File: src/design/kdaf_pkg.sv
// shared types, constants and key decode for the keypad debounce/auto-repeat block
`default_nettype none
package kdaf_pkg;

    localparam int QDEPTH = 32;
    localparam int QAW    = $clog2(QDEPTH);
    localparam int QCW    = $clog2(QDEPTH + 1);

    localparam logic [1:0] FN_SCAN  = 2'd0;
    localparam logic [1:0] FN_POP   = 2'd1;
    localparam logic [1:0] FN_FLUSH = 2'd2;

    localparam logic [1:0] CFG_RPT_START = 2'd0;
    localparam logic [1:0] CFG_RPT_IVL   = 2'd1;
    localparam logic [1:0] CFG_PERIOD    = 2'd2;

    localparam logic [7:0] RST_RPT_START = 8'd10;
    localparam logic [7:0] RST_RPT_IVL   = 8'd2;
    localparam logic [9:0] RST_PERIOD    = 10'd50;

    localparam logic [7:0] NO_CODE   = 8'hFF;
    localparam logic [3:0] CODE_NONE = 4'd0;
    localparam logic [3:0] CODE_KEY9 = 4'd9;

    typedef enum logic [1:0] {
        ST_UP        = 2'd0,
        ST_DEBOUNCE  = 2'd1,
        ST_RPT_START = 2'd2,
        ST_RPT       = 2'd3
    } scan_state_t;

    typedef struct packed {
        logic       push;
        logic       pop;
        logic       flush;
        logic [3:0] code;
    } q_cmd_t;

    typedef struct packed {
        logic [QCW-1:0] count_next;
        logic           pop_ok;
    } q_stat_t;

    // exactly one pressed key gives its code, anything else gives none
    function automatic logic [3:0] decode_keys(input logic [7:0] lines, input logic ninth);
        logic [3:0] code;
        code = CODE_NONE;
        if (!ninth)
        begin
            if (lines == 8'hFF)
            begin
                code = CODE_KEY9;
            end
        end
        else
        begin
            for (int i = 0; i < 8; i++)
            begin
                if (lines == 8'(~(8'd1 << i)))
                begin
                    code = 4'(i + 1);
                end
            end
        end
        return code;
    endfunction

endpackage
`default_nettype wire

File: src/design/kdaf_queue.sv
// key-code fifo: synchronous memory with read/write pointers and fill count
`default_nettype none
module kdaf_queue
(
    input  wire logic             clk,
    input  wire logic             rst_n,
    input  wire kdaf_pkg::q_cmd_t cmd,
    output kdaf_pkg::q_stat_t     stat,
    output logic [3:0]            rd_code
);
    import kdaf_pkg::*;

    logic [3:0]     mem [QDEPTH];
    logic [3:0]     rd_code_reg;
    logic [QAW-1:0] wr_ptr_reg;
    logic [QAW-1:0] wr_ptr_next;
    logic [QAW-1:0] rd_ptr_reg;
    logic [QAW-1:0] rd_ptr_next;
    logic [QCW-1:0] count_reg;
    logic [QCW-1:0] count_next;
    logic           push_ok;
    logic           pop_ok;

    assign push_ok = cmd.push && (count_reg != QCW'(QDEPTH));
    assign pop_ok  = cmd.pop && (count_reg != '0);

    always_comb
    begin
        wr_ptr_next = wr_ptr_reg;
        rd_ptr_next = rd_ptr_reg;
        count_next  = count_reg;
        if (push_ok)
        begin
            wr_ptr_next = (wr_ptr_reg == QAW'(QDEPTH - 1)) ? '0 : wr_ptr_reg + 1'b1;
            count_next  = count_reg + 1'b1;
        end
        else if (pop_ok)
        begin
            rd_ptr_next = (rd_ptr_reg == QAW'(QDEPTH - 1)) ? '0 : rd_ptr_reg + 1'b1;
            count_next  = count_reg - 1'b1;
        end
        else if (cmd.flush)
        begin
            rd_ptr_next = wr_ptr_reg;
            count_next  = '0;
        end
    end

    always_ff @(posedge clk or negedge rst_n)
    begin
        if (!rst_n)
        begin
            wr_ptr_reg <= '0;
            rd_ptr_reg <= '0;
            count_reg  <= '0;
        end
        else
        begin
            wr_ptr_reg <= wr_ptr_next;
            rd_ptr_reg <= rd_ptr_next;
            count_reg  <= count_next;
        end
    end

    // one item per cycle, so a read never hits an entry written at the same edge
    always_ff @(posedge clk)
    begin
        if (push_ok)
        begin
            mem[wr_ptr_reg] <= cmd.code;
        end
        if (pop_ok)
        begin
            rd_code_reg <= mem[rd_ptr_reg];
        end
    end

    assign rd_code         = rd_code_reg;
    assign stat.count_next = count_next;
    assign stat.pop_ok     = pop_ok;

`ifndef ASSERT_OFF
    a_count_bound: assert property (@(posedge clk) disable iff (!rst_n)
        count_reg <= QCW'(QDEPTH))
        else $error("queue count above depth");

    a_push_grows: assert property (@(posedge clk) disable iff (!rst_n)
        push_ok |=> count_reg == $past(count_reg) + 1'b1)
        else $error("accepted push did not grow count");

    a_flush_empties: assert property (@(posedge clk) disable iff (!rst_n)
        (cmd.flush && !cmd.push && !cmd.pop) |=> (count_reg == '0) && (rd_ptr_reg == wr_ptr_reg))
        else $error("flush left codes behind");

    a_empty_pop_holds: assert property (@(posedge clk) disable iff (!rst_n)
        (cmd.pop && !cmd.push && count_reg == '0) |=> $stable(rd_ptr_reg) && count_reg == '0)
        else $error("pop on empty queue moved state");
`endif
endmodule
`default_nettype wire

File: src/design/keypad_debounce_autorepeat_fifo_top.sv
// top level: key decode, debounce/auto-repeat state machine, fifo and result stages
// Keypad scanner with debounce, auto-repeat and a 32-deep key-code fifo.
// Input channel (in_valid/in_ready) carries one beat per command: func 0 is a
// scan tick with the key lines, func 1 pops the oldest code, func 2 flushes
// the queue, func 3 does nothing. Every input beat yields exactly one output
// beat (out_valid/out_ready) with the popped code (255 if none), the queue
// status after the command and held_time_ms = held ticks * scan period.
// From input beat to output beat: the accept edge updates the state machine
// and the fifo and reads the fifo memory; the result stage, when it advances,
// forms the result and the held-time product into the output register.
// Throughput is one beat per cycle while the output side does not stall.
// Two result slots sit between the sides, so one more beat is taken while the
// output is stalled; in_ready drops only when both slots are full.
// Reset (rst_n, asynchronous) returns the machine to the up state, clears the
// counters and the fifo pointers and loads the register defaults; the fifo
// memory needs no clearing. Configuration writes (cfg_we, cfg_addr,
// cfg_wdata) take effect at once and are expected only while idle.
`default_nettype none
module keypad_debounce_autorepeat_fifo_top
(
    input  wire logic        clk,
    input  wire logic        rst_n,
    input  wire logic        cfg_we,
    input  wire logic [1:0]  cfg_addr,
    input  wire logic [9:0]  cfg_wdata,
    input  wire logic        in_valid,
    output logic             in_ready,
    input  wire logic [1:0]  func,
    input  wire logic [7:0]  key_lines,
    input  wire logic        ninth_key_line,
    output logic             out_valid,
    input  wire logic        out_ready,
    output logic [7:0]       popped_code,
    output logic             key_available,
    output logic [5:0]       queued_count,
    output logic [25:0]      held_time_ms
);
    import kdaf_pkg::*;

    logic [7:0]  rpt_start_reg;
    logic [7:0]  rpt_ivl_reg;
    logic [9:0]  period_reg;

    scan_state_t state_reg;
    scan_state_t state_next;
    logic [15:0] held_reg;
    logic [15:0] held_next;
    logic [7:0]  frc_reg;
    logic [7:0]  frc_next;
    logic [7:0]  rc_reg;
    logic [7:0]  rc_next;

    logic        in_fire;
    logic        scan_fire;
    logic [3:0]  code;
    logic        down;
    logic        push;
    q_cmd_t      q_cmd;
    q_stat_t     q_stat;
    logic [3:0]  q_rd_code;

    logic        p_valid_reg;
    logic        p_pop_ok_reg;
    logic [5:0]  p_count_reg;
    logic [15:0] p_held_reg;
    logic        p_adv;

    logic        out_valid_reg;
    logic [7:0]  out_code_reg;
    logic        out_avail_reg;
    logic [5:0]  out_count_reg;
    logic [25:0] out_time_reg;

    always_ff @(posedge clk or negedge rst_n)
    begin
        if (!rst_n)
        begin
            rpt_start_reg <= RST_RPT_START;
            rpt_ivl_reg   <= RST_RPT_IVL;
            period_reg    <= RST_PERIOD;
        end
        else if (cfg_we)
        begin
            unique case (cfg_addr)
                CFG_RPT_START: rpt_start_reg <= cfg_wdata[7:0];
                CFG_RPT_IVL:   rpt_ivl_reg   <= cfg_wdata[7:0];
                CFG_PERIOD:    period_reg    <= cfg_wdata;
                default:       ;
            endcase
        end
    end

    assign p_adv     = p_valid_reg && (!out_valid_reg || out_ready);
    assign in_ready  = !p_valid_reg || p_adv;
    assign in_fire   = in_valid && in_ready;
    assign scan_fire = in_fire && (func == FN_SCAN);
    assign code      = decode_keys(key_lines, ninth_key_line);
    assign down      = (code != CODE_NONE);

    // next state
    always_comb
    begin
        state_next = state_reg;
        if (scan_fire)
        begin
            unique case (state_reg)
                ST_UP:
                begin
                    if (down)
                    begin
                        state_next = ST_DEBOUNCE;
                    end
                end
                ST_DEBOUNCE:
                begin
                    state_next = down ? ST_RPT_START : ST_UP;
                end
                ST_RPT_START:
                begin
                    if (!down)
                    begin
                        state_next = ST_DEBOUNCE;
                    end
                    else if (frc_reg == 8'd1)
                    begin
                        state_next = ST_RPT;
                    end
                end
                ST_RPT:
                begin
                    if (!down)
                    begin
                        state_next = ST_DEBOUNCE;
                    end
                end
            endcase
        end
    end

    // counters and enqueue
    always_comb
    begin
        held_next = held_reg;
        frc_next  = frc_reg;
        rc_next   = rc_reg;
        push      = 1'b0;
        if (scan_fire)
        begin
            if (down)
            begin
                held_next = held_reg + 16'd1;
            end
            unique case (state_reg)
                ST_UP:
                begin
                    if (down)
                    begin
                        held_next = '0;
                    end
                end
                ST_DEBOUNCE:
                begin
                    if (down)
                    begin
                        push     = 1'b1;
                        frc_next = rpt_start_reg;
                    end
                end
                ST_RPT_START:
                begin
                    if (down && frc_reg != '0)
                    begin
                        frc_next = frc_reg - 8'd1;
                        if (frc_reg == 8'd1)
                        begin
                            push    = 1'b1;
                            rc_next = rpt_ivl_reg;
                        end
                    end
                end
                ST_RPT:
                begin
                    if (down && rc_reg != '0)
                    begin
                        rc_next = rc_reg - 8'd1;
                        if (rc_reg == 8'd1)
                        begin
                            push    = 1'b1;
                            rc_next = rpt_ivl_reg;
                        end
                    end
                end
            endcase
        end
    end

    always_ff @(posedge clk or negedge rst_n)
    begin
        if (!rst_n)
        begin
            state_reg <= ST_UP;
            held_reg  <= '0;
            frc_reg   <= '0;
            rc_reg    <= '0;
        end
        else
        begin
            state_reg <= state_next;
            held_reg  <= held_next;
            frc_reg   <= frc_next;
            rc_reg    <= rc_next;
        end
    end

    assign q_cmd.push  = push;
    assign q_cmd.pop   = in_fire && (func == FN_POP);
    assign q_cmd.flush = in_fire && (func == FN_FLUSH);
    assign q_cmd.code  = code;

    kdaf_queue u_queue
    (
        .clk     (clk),
        .rst_n   (rst_n),
        .cmd     (q_cmd),
        .stat    (q_stat),
        .rd_code (q_rd_code)
    );

    // result stage: status after the item, popped data lands in the fifo read register
    always_ff @(posedge clk or negedge rst_n)
    begin
        if (!rst_n)
        begin
            p_valid_reg <= 1'b0;
        end
        else if (in_fire)
        begin
            p_valid_reg <= 1'b1;
        end
        else if (p_adv)
        begin
            p_valid_reg <= 1'b0;
        end
    end

    always_ff @(posedge clk)
    begin
        if (in_fire)
        begin
            p_pop_ok_reg <= q_stat.pop_ok;
            p_count_reg  <= 6'(q_stat.count_next);
            p_held_reg   <= held_next;
        end
    end

    // output register
    always_ff @(posedge clk or negedge rst_n)
    begin
        if (!rst_n)
        begin
            out_valid_reg <= 1'b0;
        end
        else if (p_adv)
        begin
            out_valid_reg <= 1'b1;
        end
        else if (out_ready)
        begin
            out_valid_reg <= 1'b0;
        end
    end

    always_ff @(posedge clk)
    begin
        if (p_adv)
        begin
            out_code_reg  <= p_pop_ok_reg ? {4'd0, q_rd_code} : NO_CODE;
            out_avail_reg <= (p_count_reg != '0);
            out_count_reg <= p_count_reg;
            out_time_reg  <= 26'(p_held_reg) * 26'(period_reg);
        end
    end

    assign out_valid     = out_valid_reg;
    assign popped_code   = out_code_reg;
    assign key_available = out_avail_reg;
    assign queued_count  = out_count_reg;
    assign held_time_ms  = out_time_reg;

endmodule
`default_nettype wire

File: config.mk
export PLATFORM = sky130hd
export DESIGN_NAME = keypad_debounce_autorepeat_fifo_top
export DESIGN_NICKNAME = d
export VERILOG_FILES = /design/src/design/kdaf_pkg.sv /design/src/design/kdaf_queue.sv /design/src/design/keypad_debounce_autorepeat_fifo_top.sv
export SDC_FILE = /design/constraint.sdc
export NUM_CORES = 1
export LEC_CHECK = 0
export BUFFER_PORTS_ARGS = -buffer_cell sky130_fd_sc_hd__clkbuf_2
export CELL_PAD_IN_SITES_DETAIL_PLACEMENT = 0
export CELL_PAD_IN_SITES_GLOBAL_PLACEMENT = 1
export CORE_ASPECT_RATIO = 1.25
export CORE_MARGIN = 5
export CORE_UTILIZATION = 53
export CTS_BUF_LIST = sky130_fd_sc_hd__clkbuf_4
export DETAILED_ROUTE_END_ITERATION = 16
export GPL_ROUTABILITY_DRIVEN = 1
export GPL_TIMING_DRIVEN = 1
export PLACE_DENSITY = 0.85
export SYNTH_ARGS = -nofsm -noshare
export SYNTH_HDL_FRONTEND = slang
export SYNTH_HIERARCHICAL = 1
export SYNTH_SLANG_ARGS = --single-unit
File: constraint.sdc
create_clock -name clk -period 6.25 [get_ports clk]
set_input_delay 0.3125 -clock clk [delete_from_list [all_inputs] [get_ports clk]]
set_output_delay 0.3125 -clock clk [all_outputs]
set_load 0.02 [all_outputs]
==> metrics <==
outcome finished, final reports clean; Final min period 5.68 ns; final hold violation count 0; worst reg-to-reg path cell count 17; post-synth top area share 0.338; CP startpoint kind flop; critical path required time 6.67 ns; Synth Area per Inst 11.6 um^2; share of cells above drive strength 1 0.173; via count 11310; Hold Crit Class in -> async; fillcell total 2581; H-tree depth 3; starting density of the core 0.537; CP max FO 17; EDFF count, synth 193; IO Pins approximately 70; Die Area 0.0360 mm^2; flip-flop count of the largest register after layout 128; sequential-to-total area share from yosys stat 0.453; CTS clk-pin slew, worst paths 0.08 ns; Crit path top cell by count fa_1; gr ovfl total 0; global placement routability congestion 0.834; pin count of the biggest net entering global routing 52; Final HPWL DP 24900 um; post-cts resize count 0; CTS tree built; Overall Global Routing Usage 0.198; Synth top cells by count edfxtp_1, nand2_1, inv_1, fa_1, and2_1; syn nets 1703; Die W 171 um; Worst-Skew Late Latency 0.70 ns; Tightest Pin Transition roughly 1.3 ns; Syn Std Cell Area approximately 0.017 mm^2; routed vias/inst 5.54; Post-CTS Setup Inserts 0; DRT antenna net count 0; clk buf depth 3; post-synthesis register bit count 271; Critical Path, Cell by Cell nand2_1 > fa_1 > inv_1 > fa_1 > fa_1 > fa_1 > inv_1 > fa_1 > inv_1 > ha_1 > a211oi_1 > o211ai_1 > a32oi_1 > a211oi_1 > o2111ai_1 > mux2i_1 > o211ai_1; Distinct cells, synth 74; leading post-synthesis cells by cell area edfxtp_1, fa_1, dfrtp_1, ha_1, mux4_2; setup violators final 0; root buffer cell clkbuf_4; fmax 176 MHz; Cells after Synth 1482; NumNets Final 1796; Post-Route WL roughly 34000 um; initial antenna violation count 2; Post-synth ARST share 0.288; Worst setup EP type flop; Largest Register u_queue/mem; area delta synth->final 9.63%; PortBufs 70; first-pass GRT wire length 58000 um; Slew headroom 0.153; Critical Path AT 6.10 ns; TNS Setup 0 ns; Max Cap Viol 0; Crit path largest cell delay 0.73 ns; Num CTS Buffers 69; FP Rows 73; fin crit share 0.909; most common cell in the netlist edfxtp_1; DRC viols 0; Synth area leader edfxtp_1; drt initial violations 534; Die H approximately 210 um; ys flop type edfxtp_1; RSZ-0062 raised after global routing no; count of pins over their slew limit 0; number of global-route vias before repair 11958; Core Region 0.0319 mm^2; synth warn 6; routed length per placed instance approximately 17 um; Layout Skew 0.0799 ns; CP max-delay cell dfstp_2; clk sinks between 200 and 300; Pre-antenna DRT Iters 4; CP Class reg -> reg
repair_timing:
item | CTS | global route
endpoints found under the hold margin | 55 | 0
hold buffers | 14 | 0
setup endpoints to repair | 0 | 0
per-layer routing:
layer	vias to the layer above	global-route usage	part of all wire
met4	2	0.0752	0.027
met2	260	0.366	0.54
met5	-	0	0.00032
li1	5394	-	-
met1	5571	0.226	0.39
met3	83	0.0374	0.046
through the flow:
stage | hold slack, ns | setup slack [ns] | instance area [um^2] | std cells | util
2_1_floorplan | 0.0169 | 0.758 | 17100 | 1482 | -
3_3_place_gp | 0.260 | 0.722 | 17700 | 1902 | 0.557
3_5_place_dp | 0.265 | 0.594 | 17700 | 1902 | 0.557
4_1_cts | 0.0287 | 0.561 | 18800 | 2040 | 0.589
5_1_grt | 0.0706 | 0.286 | 18800 | 2041 | 0.589
6_report | 0.0872 | 0.567 | 18800 | 2041 | 0.589
worst max-delay path: cells and delay by family (launching register included):
kind / cells / cell delay [ns]
flip-flops: 1 / 0.73
buffers and inverters: 3 / 0.14
AND/OR/NAND/NOR: 1 / 0.13
adder cells (fa/ha/maj): 6 / 2.82
AO/OA/AOI/OAI: 6 / 1.39
multiplexers: 1 / 0.20
logic make-up (layout without fill, tap and decap cells):
family / count (synthesis) / count (layout) / synth area share
AND/OR/NAND/NOR: 521 / 521 / 0.156
flip-flops: 271 / 271 / 0.453
buffers and inverters: 216 / 362 / 0.0519
AO/OA/AOI/OAI: 198 / 198 / 0.0778
adder cells (fa/ha/maj): 193 / 193 / 0.189
multiplexers: 62 / 62 / 0.0615
XOR/XNOR: 21 / 21 / 0.0107
other: 0 / 1 / 0
layout by cell type (no fill, tap or decap), types with 51 or more instances in the layout:
master / count
clkbuf_2: 69
edfxtp_1: 193
and2_1: 84
inv_1: 142
clkbuf_4: 100
nand2_1: 168
o21ai_0: 51
ha_1: 83
fa_1: 110
dfrtp_1: 71
nor2_1: 74
layout make-up:
cell class              count  area, um^2  share of cell area
diodes                      1        2.50            0.000133
clock buffers             100         751              0.0400
clock inverters            24         133             0.00707
inverters                 143         539              0.0287
multi-input cells         995        8500               0.453
flip-flops and latches    271        7760               0.413
well taps                 412         515              0.0275
repair buffers             95         576              0.0307
path summary, 6_finish.rpt:
path / startpoint / endpoint / slack, ns
worst min register to register: p_count_reg[1]$_DFFE_PP_ / queued_count[1]$_DFFE_PP_ / 0.46
worst max-delay path: period_reg[1]$_DFFE_PN1P_ / held_time_ms[24]$_DFFE_PP_ / 0.57
worst min-delay path: rst_n / rc_reg[1]$_DFFE_PN0P_ / 0.09
max in group asynchronous: rst_n / frc_reg[4]$_DFFE_PN0P_ / 5.07
worst max register to register: period_reg[1]$_DFFE_PN1P_ / held_time_ms[24]$_DFFE_PP_ / 0.57
min in group clk: cfg_addr[1] / rpt_start_reg[1]$_DFFE_PN1P_ / 0.10
Power is not shown: default switching activity piles up to over one toggle a cycle in this logic, so the estimate is an artifact.
